**src/hdl/llace_pkg.sv**
```systemverilog
// Shared types, constants and instruction encodings for the loop-language code emitter.
// Used by the front, queue, back and top-level modules; depends on nothing else.
package llace_pkg;

    localparam int STACK_DEPTH = 128;
    localparam int STACK_AW    = $clog2(STACK_DEPTH);
    localparam int STACK_DW    = STACK_AW + 1;
    localparam int CODE_AW     = 16;
    localparam int CODE_WORDS  = 1 << CODE_AW;
    localparam int WI_W        = CODE_AW + 1;
    localparam int QUEUE_DEPTH = 4;
    localparam int QUEUE_AW    = $clog2(QUEUE_DEPTH);

    localparam logic [31:0] OP_ADD   = 32'he2800000;
    localparam logic [31:0] OP_SUB   = 32'he2400000;
    localparam logic [31:0] OP_STRBR = 32'he4c10000;
    localparam logic [31:0] OP_STRBL = 32'he4410000;
    localparam logic [31:0] OP_LDRB  = 32'he5d10000;
    localparam logic [31:0] OP_TST   = 32'he31000ff;
    localparam logic [31:0] OP_BEQ   = 32'h0a000000;
    localparam logic [31:0] OP_BNE   = 32'h1a000000;
    localparam logic [31:0] OP_STRB  = 32'he5c10000;
    localparam logic [31:0] OP_SYSWR = 32'he3a07004;
    localparam logic [31:0] OP_SYSRD = 32'he3a07003;
    localparam logic [31:0] OP_LEN1  = 32'he3a02001;
    localparam logic [31:0] OP_FD1   = 32'he3a00001;
    localparam logic [31:0] OP_FD0   = 32'he3a00000;
    localparam logic [31:0] OP_SVC   = 32'hef000000;

    localparam logic [2:0] ST_OK        = 3'd0;
    localparam logic [2:0] ST_MOVE_BIG  = 3'd1;
    localparam logic [2:0] ST_STACK_FUL = 3'd2;
    localparam logic [2:0] ST_UNMATCHED = 3'd3;
    localparam logic [2:0] ST_UNCLOSED  = 3'd4;
    localparam logic [2:0] ST_CODE_FULL = 3'd5;

    localparam logic [7:0] CFG_MAX_DEPTH = 8'd0;
    localparam logic [7:0] CFG_START     = 8'd1;

    typedef enum logic [2:0] {
        FL_NONE  = 3'd0,
        FL_ADD   = 3'd1,
        FL_SUB   = 3'd2,
        FL_RIGHT = 3'd3,
        FL_LEFT  = 3'd4,
        FL_LOAD  = 3'd5
    } flush_op_t;

    typedef enum logic [1:0] {
        BY_NONE  = 2'd0,
        BY_OPEN  = 2'd1,
        BY_CLOSE = 2'd2,
        BY_IO    = 2'd3
    } byte_op_t;

    typedef struct packed {
        flush_op_t           flush_op;
        logic [11:0]         count;
        logic [1:0]          flush_len;
        byte_op_t            byte_op;
        logic                io_in;
        logic                io_first;
        logic [CODE_AW-1:0]  addr;
        logic [2:0]          nwords;
        logic [23:0]         bwd;
        logic                has_patch;
        logic [CODE_AW-1:0]  patch_addr;
        logic [23:0]         fwd;
        logic                has_status;
        logic [2:0]          status;
    } desc_t;

endpackage

```
**src/hdl/loop_language_arm_code_emitter.sv**
```systemverilog
// A source beat is registered, then classified and committed to the descriptor queue
// once it has room; any results leave through the output register. The front takes
// no new source beat until done with the current one. One result beat per cycle
// leaves while the receiver is ready; this sets the sustained rate for multi-result beats.
// Reset: synchronous, active low; clears run, stack depth, halt and queue state and
// loads the register defaults. The bracket stack memory needs no clearing pass.
module loop_language_arm_code_emitter (
    input  logic        aclk,
    input  logic        aresetn,
    input  logic        s_tvalid,
    output logic        s_tready,
    input  logic [7:0]  s_tdata,   // [7:0] source_byte
    input  logic        s_tlast,
    input  logic        cfg_valid,
    output logic        cfg_ready,
    input  logic [7:0]  cfg_index,
    input  logic [15:0] cfg_data,
    output logic        m_tvalid,
    input  logic        m_tready,
    output logic [55:0] m_tdata,   // [15:0] word_address, [47:16] code_word, [50:48] status
    output logic        m_tuser,   // [0] writes_word
    output logic        m_tlast
);
    logic             q_push, q_pop, q_full, q_empty;
    llace_pkg::desc_t q_in, q_head;
    logic [15:0]      addr;
    logic [31:0]      word;
    logic [2:0]       status;

    assign cfg_ready = 1'b1;

    llace_front u_front (
        .aclk      (aclk),
        .aresetn   (aresetn),
        .in_valid  (s_tvalid),
        .in_ready  (s_tready),
        .in_byte   (s_tdata),
        .in_finish (s_tlast),
        .cfg_we    (cfg_valid),
        .cfg_idx   (cfg_index),
        .cfg_wdata (cfg_data),
        .q_full    (q_full),
        .q_push    (q_push),
        .q_data    (q_in)
    );

    llace_queue u_queue (
        .aclk      (aclk),
        .aresetn   (aresetn),
        .push      (q_push),
        .push_data (q_in),
        .pop       (q_pop),
        .full      (q_full),
        .empty     (q_empty),
        .head      (q_head)
    );

    llace_back u_back (
        .aclk       (aclk),
        .aresetn    (aresetn),
        .q_empty    (q_empty),
        .head       (q_head),
        .q_pop      (q_pop),
        .out_valid  (m_tvalid),
        .out_ready  (m_tready),
        .out_addr   (addr),
        .out_word   (word),
        .out_wr     (m_tuser),
        .out_status (status),
        .out_last   (m_tlast)
    );

    assign m_tdata = {5'd0, status, word, addr};

`ifndef SYNTH
    a_write_ok: assert property (@(posedge aclk) disable iff (!aresetn)
        m_tvalid && m_tuser |-> status == llace_pkg::ST_OK)
        else $error("write beat carries a status code");
    a_status_zero: assert property (@(posedge aclk) disable iff (!aresetn)
        m_tvalid && !m_tuser |-> addr == '0 && word == '0 && m_tlast)
        else $error("status beat is not a clean final beat");
    a_no_push_full: assert property (@(posedge aclk) disable iff (!aresetn)
        q_push |-> !q_full)
        else $error("descriptor pushed into a full queue");
`endif
endmodule

```
**src/hdl/llace_queue.sv**
```systemverilog
// Short descriptor queue between the front and the back of the code emitter.
// Depends on llace_pkg for the descriptor type and depth.
module llace_queue (
    input  logic             aclk,
    input  logic             aresetn,
    input  logic             push,
    input  llace_pkg::desc_t push_data,
    input  logic             pop,
    output logic             full,
    output logic             empty,
    output llace_pkg::desc_t head
);
    llace_pkg::desc_t                  mem_reg [llace_pkg::QUEUE_DEPTH];
    logic [llace_pkg::QUEUE_AW-1:0]    wr_ptr_reg;
    logic [llace_pkg::QUEUE_AW-1:0]    rd_ptr_reg;
    logic [llace_pkg::QUEUE_AW:0]      count_reg;

    assign full  = (count_reg == (llace_pkg::QUEUE_AW+1)'(llace_pkg::QUEUE_DEPTH));
    assign empty = (count_reg == '0);
    assign head  = mem_reg[rd_ptr_reg];

    always_ff @(posedge aclk) begin
        if (push && !full) begin
            mem_reg[wr_ptr_reg] <= push_data;
        end
    end

    always_ff @(posedge aclk) begin
        if (!aresetn) begin
            wr_ptr_reg <= '0;
            rd_ptr_reg <= '0;
            count_reg  <= '0;
        end else begin
            if (push && !full) begin
                wr_ptr_reg <= wr_ptr_reg + 1'b1;
            end
            if (pop && !empty) begin
                rd_ptr_reg <= rd_ptr_reg + 1'b1;
            end
            case ({push && !full, pop && !empty})
                2'b10:   count_reg <= count_reg + 1'b1;
                2'b01:   count_reg <= count_reg - 1'b1;
                default: count_reg <= count_reg;
            endcase
        end
    end
endmodule

```
**src/hdl/llace_front.sv**
```systemverilog
// Front of the code emitter: accepts source beats, tracks runs, addresses and the
// bracket stack, and turns each beat into at most one descriptor. Depends on llace_pkg.
module llace_front (
    input  logic             aclk,
    input  logic             aresetn,
    input  logic             in_valid,
    output logic             in_ready,
    input  logic [7:0]       in_byte,
    input  logic             in_finish,
    input  logic             cfg_we,
    input  logic [7:0]       cfg_idx,
    input  logic [15:0]      cfg_wdata,
    input  logic             q_full,
    output logic             q_push,
    output llace_pkg::desc_t q_data
);
    localparam int DW = llace_pkg::STACK_DW;
    localparam int AW = llace_pkg::STACK_AW;
    localparam int WW = llace_pkg::WI_W;

    logic              phase_reg;
    logic [7:0]        byte_reg;
    logic              fin_reg;
    logic [7:0]        max_depth_reg;
    logic [15:0]       start_reg;
    logic [7:0]        run_char_reg;
    logic [11:0]       run_count_reg;
    logic              run_ovf_reg;
    logic [WW-1:0]     wi_reg;
    logic [DW-1:0]     depth_reg;
    logic              halted_reg;
    logic [15:0]       top_reg;
    logic [15:0]       stack_mem [llace_pkg::STACK_DEPTH];

    logic              active, ext, do_flush, flush_err, commit;
    llace_pkg::flush_op_t fop;
    llace_pkg::byte_op_t  bop;
    logic [1:0]        flen;
    logic [2:0]        blen;
    logic [3:0]        total;
    logic [2:0]        berr;
    logic [15:0]       lim;
    logic [WW-1:0]     wi_flush, wi_total, room;
    logic [15:0]       at;
    logic [23:0]       cur24, back24;
    logic [2:0]        n;
    logic              has_st, has_patch;
    logic [2:0]        st;
    logic              ok;
    logic [AW-1:0]     rd_addr;

    function automatic llace_pkg::flush_op_t flush_class(input logic [7:0] c);
        case (c)
            8'h2b:   return llace_pkg::FL_ADD;
            8'h2d:   return llace_pkg::FL_SUB;
            8'h3e:   return llace_pkg::FL_RIGHT;
            8'h3c:   return llace_pkg::FL_LEFT;
            8'h2e:   return llace_pkg::FL_LOAD;
            8'h2c:   return llace_pkg::FL_LOAD;
            default: return llace_pkg::FL_NONE;
        endcase
    endfunction

    function automatic llace_pkg::byte_op_t byte_class(input logic [7:0] c);
        case (c)
            8'h5b:   return llace_pkg::BY_OPEN;
            8'h5d:   return llace_pkg::BY_CLOSE;
            8'h2e:   return llace_pkg::BY_IO;
            8'h2c:   return llace_pkg::BY_IO;
            default: return llace_pkg::BY_NONE;
        endcase
    endfunction

    assign in_ready = !phase_reg;
    assign rd_addr  = AW'(depth_reg - 1'b1);

    always_comb begin
        active   = (run_count_reg != '0) || run_ovf_reg;
        ext      = !fin_reg && (byte_reg == run_char_reg) && active;
        do_flush = !ext && active;
        fop      = do_flush ? flush_class(run_char_reg) : llace_pkg::FL_NONE;
        flush_err = 1'b0;
        case (fop)
            llace_pkg::FL_ADD, llace_pkg::FL_SUB, llace_pkg::FL_LOAD: flen = 2'd1;
            llace_pkg::FL_RIGHT, llace_pkg::FL_LEFT: begin
                flen      = run_ovf_reg ? 2'd0 : 2'd2;
                flush_err = run_ovf_reg;
            end
            default: flen = 2'd0;
        endcase
        bop = fin_reg ? llace_pkg::BY_NONE : byte_class(byte_reg);
        lim = (16'(max_depth_reg) > 16'(llace_pkg::STACK_DEPTH)) ?
              16'(llace_pkg::STACK_DEPTH) : 16'(max_depth_reg);
        berr = llace_pkg::ST_OK;
        case (bop)
            llace_pkg::BY_OPEN: begin
                blen = 3'd2;
                if (16'(depth_reg) >= lim) berr = llace_pkg::ST_STACK_FUL;
            end
            llace_pkg::BY_CLOSE: begin
                blen = 3'd2;
                if (depth_reg == '0) berr = llace_pkg::ST_UNMATCHED;
            end
            llace_pkg::BY_IO: blen = ext ? 3'd2 : 3'd5;
            default: blen = 3'd0;
        endcase
        total    = 4'(flen) + 4'(blen);
        wi_flush = wi_reg + WW'(flen);
        wi_total = wi_reg + WW'(total);
        room     = WW'(llace_pkg::CODE_WORDS) - wi_reg;
        at       = 16'(wi_flush + 1'b1);
        cur24    = 24'(at);
        back24   = 24'(top_reg);
        has_patch = 1'b0;
        has_st   = 1'b0;
        st       = llace_pkg::ST_OK;
        n        = 3'(total);
        if (flush_err) begin
            has_st = 1'b1;
            st     = llace_pkg::ST_MOVE_BIG;
            n      = 3'd0;
        end else if (wi_flush > WW'(llace_pkg::CODE_WORDS)) begin
            has_st = 1'b1;
            st     = llace_pkg::ST_CODE_FULL;
            n      = room[2:0];
        end else if (berr != llace_pkg::ST_OK) begin
            has_st = 1'b1;
            st     = berr;
            n      = 3'(flen);
        end else if (wi_total > WW'(llace_pkg::CODE_WORDS)) begin
            has_st = 1'b1;
            st     = llace_pkg::ST_CODE_FULL;
            n      = room[2:0];
        end else begin
            has_patch = (bop == llace_pkg::BY_CLOSE);
            if (fin_reg) begin
                has_st = 1'b1;
                st     = (depth_reg != '0) ? llace_pkg::ST_UNCLOSED : llace_pkg::ST_OK;
            end
        end
        ok = (st == llace_pkg::ST_OK);
        commit = phase_reg && !halted_reg && !q_full;

        q_data.flush_op   = fop;
        q_data.count      = run_count_reg;
        q_data.flush_len  = flen;
        q_data.byte_op    = bop;
        q_data.io_in      = (byte_reg == 8'h2c);
        q_data.io_first   = !ext;
        q_data.addr       = wi_reg[llace_pkg::CODE_AW-1:0];
        q_data.nwords     = n;
        q_data.bwd        = back24 - cur24 - 24'd1;
        q_data.has_patch  = has_patch;
        q_data.patch_addr = top_reg;
        q_data.fwd        = cur24 - back24 - 24'd1;
        q_data.has_status = has_st;
        q_data.status     = st;
        q_push = commit && ((n != '0) || has_st || has_patch);
    end

    always_ff @(posedge aclk) begin
        top_reg <= stack_mem[rd_addr];
        if (commit && ok && bop == llace_pkg::BY_OPEN) begin
            stack_mem[depth_reg[AW-1:0]] <= at;
        end
    end

    always_ff @(posedge aclk) begin
        if (in_valid && !phase_reg) begin
            byte_reg <= in_byte;
            fin_reg  <= in_finish;
        end
    end

    always_ff @(posedge aclk) begin
        if (!aresetn) begin
            phase_reg     <= 1'b0;
            max_depth_reg <= 8'd100;
            start_reg     <= 16'd4;
            run_char_reg  <= '0;
            run_count_reg <= '0;
            run_ovf_reg   <= 1'b0;
            wi_reg        <= WW'(4);
            depth_reg     <= '0;
            halted_reg    <= 1'b0;
        end else begin
            if (cfg_we && cfg_idx == llace_pkg::CFG_MAX_DEPTH) begin
                max_depth_reg <= cfg_wdata[7:0];
            end
            if (cfg_we && cfg_idx == llace_pkg::CFG_START) begin
                start_reg <= cfg_wdata;
                wi_reg    <= WW'(cfg_wdata);
            end
            if (in_valid && !phase_reg) begin
                phase_reg <= 1'b1;
            end else if (phase_reg && halted_reg) begin
                phase_reg <= 1'b0;
            end else if (commit) begin
                phase_reg <= 1'b0;
                if (!ok) begin
                    halted_reg <= 1'b1;
                end else if (fin_reg) begin
                    run_char_reg  <= '0;
                    run_count_reg <= '0;
                    run_ovf_reg   <= 1'b0;
                    wi_reg        <= WW'(start_reg);
                    depth_reg     <= '0;
                end else begin
                    wi_reg <= wi_total;
                    if (ext) begin
                        run_count_reg <= run_count_reg + 1'b1;
                        if (run_count_reg == 12'hfff) run_ovf_reg <= 1'b1;
                    end else begin
                        run_char_reg  <= byte_reg;
                        run_count_reg <= 12'd1;
                        run_ovf_reg   <= 1'b0;
                    end
                    if (bop == llace_pkg::BY_OPEN) depth_reg <= depth_reg + 1'b1;
                    if (bop == llace_pkg::BY_CLOSE) depth_reg <= depth_reg - 1'b1;
                end
            end
        end
    end
endmodule

```
**src/hdl/llace_back.sv**
```systemverilog
// Back of the code emitter: expands each queued descriptor into result beats,
// one per cycle unless stalled, via registered output. Depends on llace_pkg.
module llace_back (
    input  logic             aclk,
    input  logic             aresetn,
    input  logic             q_empty,
    input  llace_pkg::desc_t head,
    output logic             q_pop,
    output logic             out_valid,
    input  logic             out_ready,
    output logic [15:0]      out_addr,
    output logic [31:0]      out_word,
    output logic             out_wr,
    output logic [2:0]       out_status,
    output logic             out_last
);
    logic        valid_reg;
    logic [2:0]  slot_reg;
    logic [15:0] addr_reg;
    logic [31:0] word_reg;
    logic        wr_reg;
    logic [2:0]  status_reg;
    logic        last_reg;

    logic        advance, fire, is_last;
    logic [3:0]  total;
    logic [2:0]  bidx, iidx;
    logic [31:0] word;

    always_comb begin
        advance = !valid_reg || out_ready;
        fire    = advance && !q_empty;
        total   = 4'(head.nwords) + 4'(head.has_patch) + 4'(head.has_status);
        is_last = (4'(slot_reg) == total - 4'd1);
        q_pop   = fire && is_last;
        bidx    = slot_reg - 3'(head.flush_len);
        iidx    = head.io_first ? bidx : bidx + 3'd3;
        word    = '0;
        if (slot_reg < 3'(head.flush_len)) begin
            case (head.flush_op)
                llace_pkg::FL_ADD: word = llace_pkg::OP_ADD | 32'(head.count[7:0]);
                llace_pkg::FL_SUB: word = llace_pkg::OP_SUB | 32'(head.count[7:0]);
                llace_pkg::FL_RIGHT: word = (slot_reg == 3'd0) ?
                    (llace_pkg::OP_STRBR | 32'(head.count)) : llace_pkg::OP_LDRB;
                llace_pkg::FL_LEFT: word = (slot_reg == 3'd0) ?
                    (llace_pkg::OP_STRBL | 32'(head.count)) : llace_pkg::OP_LDRB;
                llace_pkg::FL_LOAD: word = llace_pkg::OP_LDRB;
                default: word = '0;
            endcase
        end else begin
            case (head.byte_op)
                llace_pkg::BY_OPEN:
                    word = (bidx == 3'd0) ? llace_pkg::OP_TST : llace_pkg::OP_BEQ;
                llace_pkg::BY_CLOSE:
                    word = (bidx == 3'd0) ? llace_pkg::OP_TST :
                           (llace_pkg::OP_BNE | 32'(head.bwd));
                llace_pkg::BY_IO: begin
                    case (iidx)
                        3'd0:    word = llace_pkg::OP_STRB;
                        3'd1:    word = head.io_in ? llace_pkg::OP_SYSRD : llace_pkg::OP_SYSWR;
                        3'd2:    word = llace_pkg::OP_LEN1;
                        3'd3:    word = head.io_in ? llace_pkg::OP_FD0 : llace_pkg::OP_FD1;
                        default: word = llace_pkg::OP_SVC;
                    endcase
                end
                default: word = '0;
            endcase
        end
    end

    always_ff @(posedge aclk) begin
        if (fire) begin
            last_reg <= is_last;
            if (slot_reg < head.nwords) begin
                addr_reg   <= head.addr + 16'(slot_reg);
                word_reg   <= word;
                wr_reg     <= 1'b1;
                status_reg <= llace_pkg::ST_OK;
            end else if (slot_reg == head.nwords && head.has_patch) begin
                addr_reg   <= head.patch_addr;
                word_reg   <= llace_pkg::OP_BEQ | 32'(head.fwd);
                wr_reg     <= 1'b1;
                status_reg <= llace_pkg::ST_OK;
            end else begin
                addr_reg   <= '0;
                word_reg   <= '0;
                wr_reg     <= 1'b0;
                status_reg <= head.status;
            end
        end
    end

    always_ff @(posedge aclk) begin
        if (!aresetn) begin
            valid_reg <= 1'b0;
            slot_reg  <= '0;
        end else if (advance) begin
            valid_reg <= fire;
            if (fire) begin
                slot_reg <= is_last ? 3'd0 : slot_reg + 3'd1;
            end
        end
    end

    assign out_valid  = valid_reg;
    assign out_addr   = addr_reg;
    assign out_word   = word_reg;
    assign out_wr     = wr_reg;
    assign out_status = status_reg;
    assign out_last   = last_reg;
endmodule

```
**config.mk**
```make
export PLATFORM = sky130hd
export DESIGN_NAME = loop_language_arm_code_emitter
export DESIGN_NICKNAME = d
export VERILOG_FILES = /design/src/hdl/llace_pkg.sv /design/src/hdl/loop_language_arm_code_emitter.sv /design/src/hdl/llace_queue.sv /design/src/hdl/llace_front.sv /design/src/hdl/llace_back.sv
export SDC_FILE = /design/constraint.sdc
export NUM_CORES = 2
export LEC_CHECK = 0
export ABC_AREA = 1
export BUFFER_PORTS_ARGS = -buffer_cell sky130_fd_sc_hd__buf_2
export CAP_MARGIN = 10
export CORE_UTILIZATION = 55
export DETAILED_ROUTE_END_ITERATION = 10
export HOLD_SLACK_MARGIN = 0.1
export PLACE_DENSITY = 0.76
export SKIP_CTS_REPAIR_TIMING = 1
export SKIP_LAST_GASP = 1
export SYNTH_ARGS = -nofsm -noshare
export SYNTH_HDL_FRONTEND = slang
export SYNTH_SLANG_ARGS = --single-unit
```
**constraint.sdc**
```tcl
create_clock -name aclk -period 10.65 [get_ports aclk]
set_input_delay 0.5325 -clock aclk [delete_from_list [all_inputs] [get_ports aclk]]
set_output_delay 0.5325 -clock aclk [all_outputs]
set_load 0.005 [all_outputs]
```
Word-level counts from Yosys, hierarchy flattened --
Memory sizes are Yosys's and may differ from the RTL's. A register that Yosys moved wholly into a read port is not among the register bits. Cells that the tools add are included.
Storage, ports and cells: input bits 38, memories 2, register bits 145, logic and storage cells 223, output and inout port bits 61, RAM bits 2484
Operators by class: add/sub/neg operators 23, eq/ne operators 39, magnitude comparators 6, reductions and logical operators 54, mux-type cells 75, bitwise logic cells 3
Memory list:
- u_front.stack_mem | words 128, width 16, rd ports 1, clocked after Yosys merged registers in 1, wr ports 1, line llace_front.sv:33 | logic [15:0] stack_mem [llace_pkg::STACK_DEPTH];
- u_queue.mem_reg | words 4, width 109, rd ports 1, clocked after Yosys merged registers in 1, wr ports 1, line llace_queue.sv:13 | llace_pkg::desc_t mem_reg [llace_pkg::QUEUE_DEPTH];
Operators with widths (number):
- $pmux W32 S5 | 1
- $mux W32 | 4
- $pmux W32 S4 | 1
- $mux W17 | 6
- $pmux W32 S3 | 1
- $eq A8 B6 Y1 const B | 8
- $mux W25 | 2
- $mux W8 | 6
- $sub A24 B1 Y24 const B | 2
- $mux W3 | 15
- $gt A17 B17 Y1 const B | 2
- $sub A16 B16 Y17 | 2
- $mux W16 | 2
- $mux W28 | 1
- $mux W12 | 2
- $mux W1 | 22
- $eq A3 B2 Y1 const B | 6
- $pmux W3 S2 | 3
- $add A17 B2 Y17 | 1
- $add A17 B4 Y17 | 1
- $logic_and A1 B1 Y1 | 17
- $add A16 B1 Y16 const B | 1
- $add A16 B3 Y16 | 1
- $eq A8 B7 Y1 const B | 2
- 46 further kinds | 91

Logic depth before layout (Yosys ltp) --
depth after elaboration 23, depth in mapped cells 40, mapped depth without buffers 40

By module --
From an unflattened synthesis, not the netlist that was laid out.
Second synthesis, totals: cell total of the unflattened synthesis 9083, area total of the unflattened synthesis 109331.1 um^2
By module, submodules not included:
- llace_front | seq. area each 63530.9 um^2, times used 1, area an instance 88976.6 um^2, cells each 7483
- llace_queue | seq. area each 13272.7 um^2, times used 1, area an instance 16582.2 um^2, cells each 1124
- llace_back | seq. area each 1611.5 um^2, times used 1, area an instance 3719.8 um^2, cells each 468
- loop_language_arm_code_emitter | seq. area each 0.0 um^2, times used 1, area an instance 52.6 um^2, cells each 8

Worst setup path after synthesis --
No wires, ideal clock.
path kind register to register, from register u_front.run_count_reg[0], to memory u_queue.mem_reg[0][0] in the netlist's numbering, enable pin, arrival time 9.371 ns, library setup time 0.576 ns, path buffers 0, data required time 10.074 ns, cell stages (with the launch flop) 25, slack 0.703 ns, period minus slack after synthesis 9.947 ns, cells stage by stage dfxtp_1 inv_1 ha_1 nand2_1 nor3_1 nand3_1 nand2_1 nor2_1 nor2_1 a21oi_1 ha_1 inv_1 ha_1 nand3_1 nor3_2 nand3_2 nand2_4 nand2_1 nor2_1 nand2_1 nand2_1 nor2_1 nand3_1 nand2_1 nor2_1
RTL lines:
- start, declared | line llace_front.sv:27 | logic [11:0] run_count_reg;
- start signal, assigned | line llace_front.sv:211 | run_count_reg <= run_count_reg + 1'b1;
- end, declared | line llace_queue.sv:13

==> flow_metrics.py <==
metrics = {
    "clocking": {
        "cts_buffers": 281,
        "clockBufferDepth": 4,
        "cts_root_buf": "clkbuf_16",
        "clk_pin_slew_worst_paths_ns": 0.06,
        "cts_tree": "built",
        "clock-sinks": 2641,
        "htreeDepth": 5,
        "insertion_delay_ns": 0.95,
    },
    "yosys": {
        "ys.flop_type": "edfxtp_1",
        "syn_area_per_cell_um2": 12.2,
        "synth-edff-count": 2540,
        "ys.warnings.count": 0,
        "yosys_register_bits": 2641,
        "post_synth_num_cell_types": 60,
        "synth-seq-area-share_pct": 72.2,
        "synth_area_um2": 109000,
        "netlist_instances": 8907,
        "async_flop_share_pct": 0,
    },
    "timing": {
        "final_max_slew_viol_count": 0,
        "finalSetupTns_ns": 0,
        "finalHoldViolCount": 0,
        "fin_crit_sh_pct": 78.5,
        "slew_headroom_pct": 22.6,
        "rsz0062_at_grt": "no",
        "fin_worst_skew_ns": 0.0726,
        "fmax_mhz": 120,
        "finalCriticalPeriod_ns": 8.36,
        "setup_viol": 0,
        "worst_pin_slew_ns": 1.16,
    },
    "drt": {
        "wire_per_inst_um": 25.8,
        "ant_nets": 0,
        "via_per_inst": 6.39,
        "drt_drc_violations_left": 0,
        "drt_wl_total_um": 302000,
        "firstDrtPassIters": 10,
        "route.vias.total": 75043,
        "drtIter0Drc": 11750,
    },
    "layout": {
        "final_area_um2": 121000,
        "largest_reg_flops": 2048,
        "post-route-util_pct": 61.8,
        "fin_nets": 9042,
        "syn2layout_area_growth_pct": 11.3,
        "fillCellCount": 14351,
        "drive_gt1_share_pct": 8.51,
    },
    "flow_run": {
        "cap_violations": 0,
    },
    "critical_path": {
        "cp_max_fo": 49,
        "required_ns": 11.20,
        "worstPathArrival_ns": 8.92,
        "cp-start-kind": "flop",
        "critPathKind": "reg -> reg",
        "end_kind": "flop",
    },
    "floorplan": {
        "die_h_um": 446,
        "row_count": 162,
        "pin_count": 99,
        "initial_core_util_pct": 55.5,
        "die_area_um2": 199000,
        "core_area_um2": 195000,
        "die_w_um": 446,
    },
    "worst_hold_path": {
        "min_path_type": "in -> reg",
    },
    "global_route": {
        "first_global_vias": 70187,
        "grt.overflow.total": 0,
        "antenna_found_initial": 7,
        "grt_usage_pct": 29.6,
        "grt_max_degree": 230,
        "grt_pass1_wl_um": 441000,
    },
    "pwr": {
        "ir_drop_v": 0.000156,
        "p_leak_nw": 40.7,
        "power_density_nw_per_um2": 210,
    },
    "place": {
        "io_buffers": 92,
        "dp_hpwl_um": 174000,
        "gp_congestion": 0.960,
        "dpl_cell_area_um2": 112000,
    },
    "status": {
        "status": "finished clean",
    },
}
==> cell usage after synthesis (all sizes together), types with 4 or more instances <==
cell type | instances | area [µm²]
edfxtp | 2540 | 76300
nor2 | 1794 | 6880
o21ai | 1594 | 7980
o22ai | 735 | 4600
nand2 | 573 | 2220
clkbuf | 539 | 2020
inv | 273 | 1030
a21oi | 161 | 806
nand3 | 121 | 716
dfxtp | 101 | 2020
ha | 83 | 1040
xor2 | 73 | 639
nor3 | 45 | 230
buf | 40 | 206
nand4 | 37 | 231
a31oi | 27 | 169
xnor2 | 18 | 158
a32o | 16 | 160
a32oi | 16 | 140
a211oi | 13 | 97.6
a21o | 12 | 90.1
nor4 | 12 | 75.1
a221oi | 10 | 87.6
fa | 9 | 180
a22o | 7 | 61.3
o211ai | 7 | 52.6
or2 | 7 | 43.8
o221ai | 6 | 52.6
clkinv | 5 | 20.0
and2 | 4 | 25.0
o31ai | 4 | 30.0
==> metrics by stage <==
stage               setup WS, ns  hold slack (ns)  std cells  power [mW]
global placement            2.44            0.455      11215        16.0
floorplan                  0.703            0.437       8911        14.5
CTS                         2.26           -0.212      11697        25.3
finish                      2.29            0.177      11741        25.4
detailed placement          2.24            0.458      11217        16.1
global route                2.00            0.200      11733        26.0
==> layer usage <==
metal	track usage, %	vias up	routed length [µm]
li1	-	32641	-
met1	39.1	36335	109000
met2	46.4	5160	141000
met3	6.53	897	35800
met4	15.1	10	16800
met5	0	-	67
==> final cells by class <==
cell class,count,area (µm²),area share [%]
antenna,8,20.0,0.0166
clock buffer,339,7390,6.11
clock inverter,141,1280,1.06
inverter,278,1110,0.916
multi-input combinational,5413,27200,22.5
sequential,2641,78300,64.8
tap,2624,3280,2.72
timing repair buffer,297,2220,1.84
==> critical path: stages (launching register included) <==
cell      delay, ns
dfxtp_1        0.44
inv_1          0.13
ha_1           0.23
nand2_1        0.07
nor3_1         0.04
nand3_1        0.21
nand2_1        0.10
nor2_1         0.29
nor2_1         0.09
a21oi_1        0.72
ha_1           0.46
inv_4          0.48
buf_4          0.64
ha_1           0.26
nand3_1        0.09
nor3_2         0.21
nand3_2        0.12
nand2_4        0.12
nand2_4        0.09
nor2_4         0.14
nand3_4        0.40
inv_4          0.40
nand2_4        0.21
clkinv_2       0.62
nand2_4        0.37
nor3_2         0.93
==> placed cells by master, fill, tap and decap left out, types with 13 or more instances in the layout <==
cell type      Yosys  layout
a31oi_1           27      26
dfxtp_1          101      98
a32o_1            16      16
a21oi_1          161     161
nand2_1          560     560
clkinvlp_4         0      13
nor2_1          1749    1740
buf_2              8      92
xnor2_1           18      18
o21ai_0         1563    1563
nand4_1           37      37
inv_4              1      14
o22ai_1          735     735
xor2_1            73      68
edfxtp_1        2540    2540
ha_1              83      81
nor2_2            40      43
clkinv_2           1      39
clkbuf_16          0     287
nor3_2             1      13
o21ai_1           31      31
nor3_1            44      32
a211oi_1          13      13
clkbuf_1         539      51
a32oi_1           16      16
nand3_1          111     111
inv_1            267     251
clkinv_1           4      62
dlygate4sd3_1      0      27
buf_4              8     162
bufinv_16          0      23
==> where the power goes <==
part           internal (mW)  switching, mW
Combinational          0.874           2.91
Clock                   5.48           3.89
Sequential              12.1          0.159
Total                   18.5           6.96
==> logic make-up (layout without fill, tap and decap cells) <==
family | count (synthesis) | count (layout) | share of synthesized area, %
compound gates | 2623 | 2623 | 13.3
xor+xnor | 91 | 91 | 0.734
fa+ha+maj | 92 | 92 | 1.12
buf+inv | 857 | 1055 | 3.02
flops | 2641 | 2641 | 72.2
other cells | 2 | 14 | 0.00692
simple gates | 2601 | 2601 | 9.66
==> final timing paths <==
path	start	to	slack [ns]	cells after the start
worst min-delay path	cfg_valid	u_front.max_depth_reg[7]$_SDFFE_PN0P_	0.18	3
worst min register to register	u_front.start_reg[12]$_SDFFE_PN0P_	u_front.start_reg[12]$_SDFFE_PN0P_	0.47	2
worst max register to register	u_front.run_count_reg[0]$_SDFFE_PN0P_	u_front.stack_mem[88][3]$_DFFE_PP_	2.29	25
worst max-delay path	u_front.run_count_reg[0]$_SDFFE_PN0P_	u_front.stack_mem[88][3]$_DFFE_PP_	2.29	25
(Power assumes the default switching activity.)
